`src/hdl/lru_wbc_pkg.sv`:
```
//------------------------------------------------------------------------------
// lru_wbc_pkg: shared types and constants
// Opcodes, actions, state encoding and the slot entry type of the cache
// controller.
//------------------------------------------------------------------------------
`default_nettype none
package lru_wbc_pkg;
	localparam int DefNumSlots = 32;
	localparam logic [31:0] DefFlushInterval = 32'd240;

	typedef enum logic [2:0] {
		OP_READ = 3'd0, OP_WRITE = 3'd1, OP_SYNC = 3'd2,
		OP_TICK = 3'd3, OP_INVAL = 3'd4, OP_STATS = 3'd5
	} opcode_t;

	typedef enum logic [2:0] {
		ACT_HIT = 3'd0, ACT_FETCH = 3'd1, ACT_STORE = 3'd2,
		ACT_WB = 3'd3, ACT_DONE = 3'd4, ACT_REFUSED = 3'd5
	} action_t;

	localparam logic CFG_ENABLED = 1'b0;
	localparam logic CFG_FLUSH = 1'b1;

	typedef enum logic [3:0] {
		ST_IDLE, ST_SCAN, ST_SCAN_LAST, ST_VICTIM_RD, ST_VICTIM, ST_UPDATE,
		ST_FLUSH, ST_FLUSH_LAST, ST_FLUSH_EMIT, ST_INVAL, ST_EMIT
	} state_t;

	// One memory word holds the whole slot.
	typedef struct packed {
		logic        valid;
		logic        dirty;
		logic [31:0] tag;
		logic [31:0] stamp;
	} slot_entry_t;
endpackage
`default_nettype wire

```
`src/hdl/lru_writeback_block_cache_controller.sv`:
```
//------------------------------------------------------------------------------
// lru_writeback_block_cache_controller: tag and LRU policy controller
// Fully associative write-back sector cache controller with slot memory.
//------------------------------------------------------------------------------
// Usage:
//   Requests arrive on the in channel (valid/stall); each is one transfer of
//   opcode, sector_address and request_end. Commands leave on the out channel
//   (out_valid/out_stall), one transfer per command, with last set on the
//   final command of a request and the four counters after the request.
//   The slot state lives in one synchronous RAM with a read and a write port,
//   read one entry a cycle. A read or write takes one pass over the slots, a
//   victim read, a victim check and an update step, then returns to idle, in
//   which the last command is taken. Sync and flushing ticks take one pass
//   over the slots, writebacks included, then emit their done command.
//   Invalidate sweeps the RAM once and then emits; other requests emit at once.
//   One request is worked on at a time; in_stall is high until its last
//   command has been taken. When the receiver stalls, the command register
//   holds its value and the sequencer waits.
//   After reset the RAM is swept once to clear it while in_stall stays high;
//   configuration writes are taken throughout.
//------------------------------------------------------------------------------
`default_nettype none
module lru_writeback_block_cache_controller
	import lru_wbc_pkg::*;
#(
	parameter int NUM_SLOTS = DefNumSlots
) (
	input  wire logic        clk,
	input  wire logic        arst_n,
	input  wire logic        cfg_we,
	input  wire logic        cfg_index,
	input  wire logic [31:0] cfg_wdata,
	input  wire logic        in_valid,
	output logic             in_stall,
	input  wire logic [2:0]  opcode,
	input  wire logic [31:0] sector_address,
	input  wire logic        request_end,
	output logic             out_valid,
	input  wire logic        out_stall,
	output logic [2:0]       action,
	output logic [4:0]       slot,
	output logic [31:0]      disk_sector,
	output logic             end_of_request,
	output logic             last,
	output logic [31:0]      hit_count,
	output logic [31:0]      miss_count,
	output logic [31:0]      eviction_count,
	output logic [31:0]      writeback_count
);
	localparam int AW = $clog2(NUM_SLOTS);
	localparam int CW = $clog2(NUM_SLOTS + 1);

	// Configuration registers.
	logic        enabled_q;
	logic [31:0] flush_interval_q;
	always_ff @(posedge clk or negedge arst_n) begin
		if (!arst_n) begin
			enabled_q <= 1'b0;
			flush_interval_q <= DefFlushInterval;
		end else if (cfg_we) begin
			if (cfg_index == CFG_ENABLED) enabled_q <= cfg_wdata[0];
			else flush_interval_q <= cfg_wdata;
		end
	end

	// Slot memory.
	slot_entry_t mem [NUM_SLOTS];
	logic        mem_we;
	logic [AW-1:0] mem_waddr, mem_raddr;
	slot_entry_t mem_wdata, rdata;
	always_ff @(posedge clk) begin
		if (mem_we) mem[mem_waddr] <= mem_wdata;
		rdata <= mem[mem_raddr];
	end

	// Control and datapath registers.
	state_t state_q, state_d;
	logic [AW-1:0] addr_q, rd_idx_q, found_q, best_q, tgt_q;
	logic        found_v_q, inval_found_q;
	logic [31:0] best_stamp_q;
	logic [2:0]  op_q;
	logic [31:0] sec_q;
	logic        rend_q;
	logic [31:0] use_q, tick_q, hits_q, miss_q, evict_q, wb_q;
	logic [CW-1:0] dirty_cnt_q;
	logic        out_busy;
	logic        clr_q;

	assign out_busy = out_valid && out_stall;
	assign in_stall = (state_q != ST_IDLE) || clr_q || out_busy;
	wire in_acc = in_valid && !in_stall;

	// Address of the read issued this cycle.
	wire [AW-1:0] addr_inc = addr_q + AW'(1);
	wire addr_end = (addr_q == AW'(NUM_SLOTS - 1));

	// Scan bookkeeping for the entry returned this cycle.
	wire hit_now = rdata.valid && (rdata.tag == sec_q);
	wire inv_now = !rdata.valid;
	wire lower_now = rdata.stamp < best_stamp_q;

	// Next state.
	always_comb begin
		state_d = state_q;
		case (state_q)
			ST_IDLE: begin
				if (in_acc) begin
					if (opcode > OP_STATS || (opcode <= OP_SYNC && !enabled_q))
						state_d = ST_EMIT;
					else if (opcode == OP_READ || opcode == OP_WRITE)
						state_d = ST_SCAN;
					else if (opcode == OP_SYNC)
						state_d = ST_FLUSH;
					else if (opcode == OP_TICK && enabled_q &&
							(tick_q + 32'd1) >= flush_interval_q)
						state_d = ST_FLUSH;
					else if (opcode == OP_INVAL)
						state_d = ST_INVAL;
					else
						state_d = ST_EMIT;
				end
			end
			ST_SCAN: if (addr_end) state_d = ST_SCAN_LAST;
			ST_SCAN_LAST: state_d = ST_VICTIM_RD;
			ST_VICTIM_RD: state_d = ST_VICTIM;
			ST_VICTIM: if (!out_busy) state_d = ST_UPDATE;
			ST_UPDATE: if (!out_busy) state_d = ST_IDLE;
			ST_FLUSH: begin
				if (!out_busy) begin
					if (addr_end) state_d = ST_FLUSH_LAST;
				end
			end
			ST_FLUSH_LAST: if (!out_busy) state_d = ST_EMIT;
			ST_INVAL: if (addr_end) state_d = ST_EMIT;
			ST_EMIT: if (!out_busy) state_d = ST_IDLE;
			default: state_d = ST_IDLE;
		endcase
	end

	// Victim / hit choice at end of scan.
	wire [AW-1:0] fin_found = hit_now && !found_v_q ? rd_idx_q : found_q;
	wire fin_hit = found_v_q || hit_now;

	// A read hit keeps the dirty bit of its slot; a write always sets it.
	wire upd_dirty = (op_q == OP_WRITE) || (found_v_q && rdata.dirty);

	// Memory control.
	always_comb begin
		mem_we = 1'b0;
		mem_waddr = addr_q;
		mem_wdata = '0;
		mem_raddr = addr_q;
		case (state_q)
			ST_IDLE: mem_raddr = '0;
			ST_VICTIM_RD, ST_VICTIM: mem_raddr = tgt_q;
			ST_UPDATE: begin
				mem_raddr = tgt_q;
				mem_we = !out_busy;
				mem_waddr = tgt_q;
				mem_wdata.valid = 1'b1;
				mem_wdata.dirty = upd_dirty;
				mem_wdata.tag = sec_q;
				mem_wdata.stamp = use_q + 32'd1;
			end
			ST_FLUSH, ST_FLUSH_LAST: begin
				// Reread the pending entry while the output is stalled.
				mem_raddr = out_busy ? rd_idx_q : addr_q;
				// Clean the entry read last cycle if it was dirty.
				mem_we = !out_busy && rdata.dirty;
				mem_waddr = rd_idx_q;
				mem_wdata = rdata;
				mem_wdata.dirty = 1'b0;
			end
			ST_INVAL: begin
				mem_we = 1'b1;
			end
			default: ;
		endcase
		if (clr_q) begin
			mem_we = 1'b1;
			mem_waddr = addr_q;
			mem_wdata = '0;
		end
	end

	// A new command enters the output register this cycle.
	logic load_out;
	always_comb begin
		load_out = 1'b0;
		if (!out_busy) begin
			case (state_q)
				ST_VICTIM: load_out = !found_v_q && rdata.dirty;
				ST_UPDATE, ST_EMIT: load_out = 1'b1;
				ST_FLUSH, ST_FLUSH_LAST: load_out = rdata.dirty;
				default: load_out = 1'b0;
			endcase
		end
	end

	// Sequencer and datapath. rd_idx_q names the entry held in rdata during
	// a scan or a flush pass; the read of entry 0 is issued on acceptance.
	// dirty_cnt_q tracks the dirty slots so that a flush can count all of its
	// writebacks up front.
	always_ff @(posedge clk or negedge arst_n) begin
		if (!arst_n) begin
			state_q <= ST_IDLE;
			clr_q <= 1'b1;
			addr_q <= '0;
			rd_idx_q <= '0;
			found_q <= '0;
			found_v_q <= 1'b0;
			inval_found_q <= 1'b0;
			best_q <= '0;
			best_stamp_q <= '1;
			tgt_q <= '0;
			use_q <= '0;
			tick_q <= '0;
			hits_q <= '0;
			miss_q <= '0;
			evict_q <= '0;
			wb_q <= '0;
			dirty_cnt_q <= '0;
			out_valid <= 1'b0;
		end else begin
			state_q <= state_d;
			if (load_out) out_valid <= 1'b1;
			else if (out_valid && !out_stall) out_valid <= 1'b0;
			if (clr_q) begin
				if (addr_end) begin
					clr_q <= 1'b0;
					addr_q <= '0;
				end else begin
					addr_q <= addr_inc;
				end
			end else begin
				case (state_q)
					ST_IDLE: begin
						rd_idx_q <= '0;
						found_v_q <= 1'b0;
						inval_found_q <= 1'b0;
						best_q <= '0;
						best_stamp_q <= '1;
						if (in_acc && (opcode == OP_READ || opcode == OP_WRITE ||
								opcode == OP_SYNC || opcode == OP_TICK))
							addr_q <= AW'(1);
						else
							addr_q <= '0;
						if (in_acc) begin
							op_q <= opcode;
							sec_q <= sector_address;
							rend_q <= request_end;
							if (opcode == OP_TICK && enabled_q && opcode <= OP_STATS) begin
								if ((tick_q + 32'd1) >= flush_interval_q) tick_q <= '0;
								else tick_q <= tick_q + 32'd1;
							end
							if (opcode == OP_INVAL) use_q <= '0;
							// Every dirty slot is written back by a flush.
							if (state_d == ST_FLUSH) wb_q <= wb_q + 32'(dirty_cnt_q);
							if (state_d == ST_FLUSH || state_d == ST_INVAL) dirty_cnt_q <= '0;
						end
					end
					ST_SCAN, ST_SCAN_LAST: begin
						rd_idx_q <= addr_q;
						if (state_q == ST_SCAN) begin
							addr_q <= addr_inc;
							if (hit_now && !found_v_q) begin
								found_v_q <= 1'b1;
								found_q <= rd_idx_q;
							end
							if (!inval_found_q) begin
								if (inv_now) begin
									inval_found_q <= 1'b1;
									best_q <= rd_idx_q;
								end else if (lower_now) begin
									best_stamp_q <= rdata.stamp;
									best_q <= rd_idx_q;
								end
							end
						end else begin
							if (fin_hit) tgt_q <= fin_found;
							else if (!inval_found_q && inv_now) tgt_q <= rd_idx_q;
							else if (!inval_found_q && lower_now) tgt_q <= rd_idx_q;
							else tgt_q <= best_q;
							found_v_q <= fin_hit;
						end
					end
					ST_VICTIM: begin
						if (!out_busy && !found_v_q) begin
							if (op_q == OP_READ) miss_q <= miss_q + 32'd1;
							if (rdata.valid) evict_q <= evict_q + 32'd1;
							if (rdata.dirty) begin
								wb_q <= wb_q + 32'd1;
								action <= ACT_WB;
								slot <= 5'(tgt_q);
								disk_sector <= rdata.tag;
								end_of_request <= rend_q;
								last <= 1'b0;
							end
						end
					end
					ST_UPDATE: begin
						if (!out_busy) begin
							use_q <= use_q + 32'd1;
							slot <= 5'(tgt_q);
							disk_sector <= sec_q;
							end_of_request <= rend_q;
							last <= 1'b1;
							if (op_q == OP_WRITE) action <= ACT_STORE;
							else if (found_v_q) action <= ACT_HIT;
							else action <= ACT_FETCH;
							if (op_q == OP_READ && found_v_q) hits_q <= hits_q + 32'd1;
							if (upd_dirty && !rdata.dirty) dirty_cnt_q <= dirty_cnt_q + CW'(1);
							else if (!upd_dirty && rdata.dirty)
								dirty_cnt_q <= dirty_cnt_q - CW'(1);
						end
					end
					ST_FLUSH, ST_FLUSH_LAST: begin
						if (!out_busy) begin
							rd_idx_q <= addr_q;
							if (state_q == ST_FLUSH) addr_q <= addr_inc;
							if (rdata.dirty) begin
								action <= ACT_WB;
								slot <= 5'(rd_idx_q);
								disk_sector <= rdata.tag;
								end_of_request <= rend_q;
								last <= 1'b0;
							end
						end
					end
					ST_INVAL: addr_q <= addr_inc;
					ST_EMIT: begin
						if (!out_busy) begin
							action <= (op_q > OP_STATS || (op_q <= OP_SYNC && !enabled_q))
								? ACT_REFUSED : ACT_DONE;
							slot <= '0;
							disk_sector <= '0;
							end_of_request <= rend_q;
							last <= 1'b1;
						end
					end
					default: ;
				endcase
			end
		end
	end

	// Counters shown with every command.
	assign hit_count = hits_q;
	assign miss_count = miss_q;
	assign eviction_count = evict_q;
	assign writeback_count = wb_q;
endmodule
`default_nettype wire

```
`config.mk`:
```
export PLATFORM = sky130hd
export DESIGN_NAME = lru_writeback_block_cache_controller
export DESIGN_NICKNAME = d
export VERILOG_FILES = /design/src/hdl/lru_wbc_pkg.sv /design/src/hdl/lru_writeback_block_cache_controller.sv
export SDC_FILE = /design/constraint.sdc
export NUM_CORES = 2
export LEC_CHECK = 0
export BUFFER_PORTS_ARGS = -buffer_cell sky130_fd_sc_hd__buf_2
export CAP_MARGIN = 20
export CORE_AREA = 8 8 360 538
export DETAILED_ROUTE_END_ITERATION = 8
export DIE_AREA = 0 0 368 546
export GPL_ROUTABILITY_DRIVEN = 1
export PLACE_DENSITY = 0.83
export SKIP_LAST_GASP = 1
export SYNTH_ARGS = -nofsm -noshare
export SYNTH_HDL_FRONTEND = slang
export SYNTH_SLANG_ARGS = --single-unit
```
`constraint.sdc`:
```
create_clock -name clk -period 5.01 [get_ports clk]
set_clock_uncertainty 0.1 [all_clocks]
set_input_delay 0.501 -clock clk [delete_from_list [all_inputs] [get_ports clk]]
set_output_delay 0.501 -clock clk [all_outputs]
set_load 0.02 [all_outputs]
```
==> reports/summary.txt <==
status - finished clean
die footprint - 201000 µm²
top-count cell post-synth - edfxtp_1
I/O Pins - 246
PD cells - 517 nW/µm²
wire per inst - 29.4 µm
clock transition at the registers of the reported paths - 0.07 ns
fin crit period - 4.61 ns
HP Class - input pin to asynchronous set/reset pin
hold_ws - 0.0386 ns
R2R Setup Slk - 0.40 ns
DRC Markers - 0
final period utilization - 0.920
Final GP Congestion - 0.915
maximum fanout along the worst path - 11
ANT nets after route - 0
gr usage total - 0.295
Post-synth EDFFs - 2190
Die Ht - 546 µm
port bufs - 245
Initial Util - 0.558
overall power - 0.0609 W
Vias - 70.3k
Max-Cap Viols - 0
Detailed Route Iter0 Violations - 10.8k
Sink Count - 2552
DRT Pass-1 Iters - 8
max-slew violation count - 0
Worst-Skew Late Latency - 0.89 ns
number of global-route vias before repair - 70.3k
Setup WS pre-CTS - 0.411 ns
CP Data Arrival Time - 5.25 ns
Post-DP HPWL - 170000 µm
CP Capture Type - flop
RSZ-0062 raised after global routing - yes
peak supply drop - 0.000547 V
Final Hold Viols - 0
Main synth FF type - edfxtp_1
leakage power - 43.2 nW
top cells by area, synth - edfxtp_1, dfrtp_1, nand2_1
cell count after synthesis - 7483
Yosys reg bits - 2552
Yosys top cell by area - edfxtp_1
WL final - 309000 µm
syn nets - 7640
Final WS setup - 0.400 ns
antenna violations before repair - 9
core area - 185000 µm²
WS Path Type - flop to flop
postcts setup bufs - 0
Yosys warning total - 0
fraction of layout cells with a size suffix above 1 - 0.148
CTS tree - yes
R2R Path Start - tick_q[0]
Die Wd - 368 µm
Cells after DPL - 10.0k
Post-synth ARST share - 0.116
max frequency - 0.217 GHz
root buffer cell - clkbuf_16
Yosys top cell area share - 0.636
Critical Path Start - tick_q[0]
commonest cells in the netlist - edfxtp_1, nand2_1, nand3_1
Post-Synthesis Cell Area - 103000 µm²
launching element type of the critical path - flop
Layout Nets - 8051
largest net degree at the start of global routing - 107
first-pass GRT wire length - 449000 µm
row count - 194
Num CTS Buffers - 221
Area Overhead vs Synth - 14.0%
clk buf depth - 4
Via density - 6.68
worst-margin pin slew - 1.20 ns
GRT Residual Overflow - 0
Final Non-Filler Cells - 10.5k
sequential fraction of the synthesis area - 0.721
worst endpoint required time - 5.65 ns
Final setup viols - 0
H-tree depth - 4
post-synth cell types - 93
Max-slew headroom - 0.187
syn avg cell area - 13.8 µm²
==> cell usage in the layout (no fill, tap or decap), types with 80 or more instances in the layout <==
master	n
o22ai_1	106
a22o_1	83
and3_1	209
mux4_2	122
xnor2_1	129
a21oi_1	315
mux2i_1	80
nand3_1	392
buf_4	169
buf_2	245
ha_1	81
inv_1	95
o21ai_0	114
buf_12	104
edfxtp_1	2190
nor2_1	154
clkbuf_16	224
nand2_1	1633
xor2_1	89
dfrtp_1	259
a31oi_1	180
a22oi_1	81
==> worst max-delay path: stages (launching register included) <==
cell and delay, ns:
dfrtp_1 0.39, ha_1 0.29, nand4_1 0.22, nor4_1 0.32
buf_4 0.19, and2_0 0.28, and3_1 0.26, xor2_1 0.09
ha_1 0.32, nand4_1 0.15, nor2_1 0.17, nand2_1 0.08
a41oi_1 0.37, o41ai_2 0.18, nor2_1 0.66, nand4_1 0.24
xnor2_1 0.17
==> final timing paths <==
check                                      endpoint  cells after the start
worst min-delay path             eviction_count[16]                      2
worst max-delay path            writeback_count[22]                     16
min in group clk                          out_valid                      3
worst min register to register       end_of_request                      0
worst max register to register  writeback_count[22]                     16
max in group asynchronous             hit_count[29]                      4
==> timing repair <==
item,4_1_cts,5_1_grt
setup endpoints to repair,0,11
endpoints found under the hold margin,142,0
hold buffers,71,0
gates resized for setup,0,3
==> per-layer routing <==
layer	part of all wire	wire, µm	GRT usage
met5	0.000039	12	0
met3	0.13	40000	0.0671
met4	0.097	29900	0.229
met2	0.47	147000	0.483
met1	0.30	92600	0.336
==> final cells by class <==
type	instances	area [µm²]
Antenna cell	7	17.5
Sequential cell	2552	74500
Clock buffer	275	5930
Multi-Input combinational cell	4418	27000
Inverter	95	357
Tap cell	2450	3070
Clock inverter	126	1380
Timing Repair Buffer	606	5560
Fill cell	12000	67600
==> cell families after synthesis <==
| family | after synthesis | synth area share |
|---|---|---|
| AO/OA/AOI/OAI | 1096 | 0.0683 |
| XOR/XNOR | 218 | 0.0185 |
| buffers and inverters | 513 | 0.0221 |
| multiplexers | 253 | 0.0399 |
| adder cells (fa/ha/maj) | 83 | 0.0102 |
| AND/OR/NAND/NOR | 2768 | 0.120 |
| flip-flops | 2552 | 0.721 |
==> where the power goes <==
| part | switching [W] | internal [W] |
|---|---|---|
| sequential | 0.00115 | 0.0243 |
| clock | 0.00776 | 0.00975 |
| combinational | 0.0116 | 0.00630 |
==> registers in the layout, summed over array words and instances, names as in the netlist, 6 cells and up <==
| register | count |
|---|---|
| mem | 2112 |
| miss_count | 32 |
| use_q | 32 |
| sec_q | 32 |
| flush_interval_q | 32 |
| tick_q | 32 |
| best_stamp_q | 32 |
| disk_sector | 32 |
| hit_count | 32 |
| eviction_count | 32 |
| writeback_count | 32 |
| rdata | 66 |
| dirty_cnt_q | 6 |
==> metrics by stage <==
| step | instance area [µm²] | TNS, ns | util |
|---|---|---|---|
| finish | 118000 | 0 | 0.636 |
| global route | 118000 | -0.0460 | 0.636 |
| CTS | 118000 | 0 | 0.634 |
| detailed placement | 110000 | 0 | 0.591 |
| global placement | 110000 | 0 | 0.591 |
| floorplan | 103000 | -610.53 | - |
No activity file was read; power rests on OpenSTA's default activity.
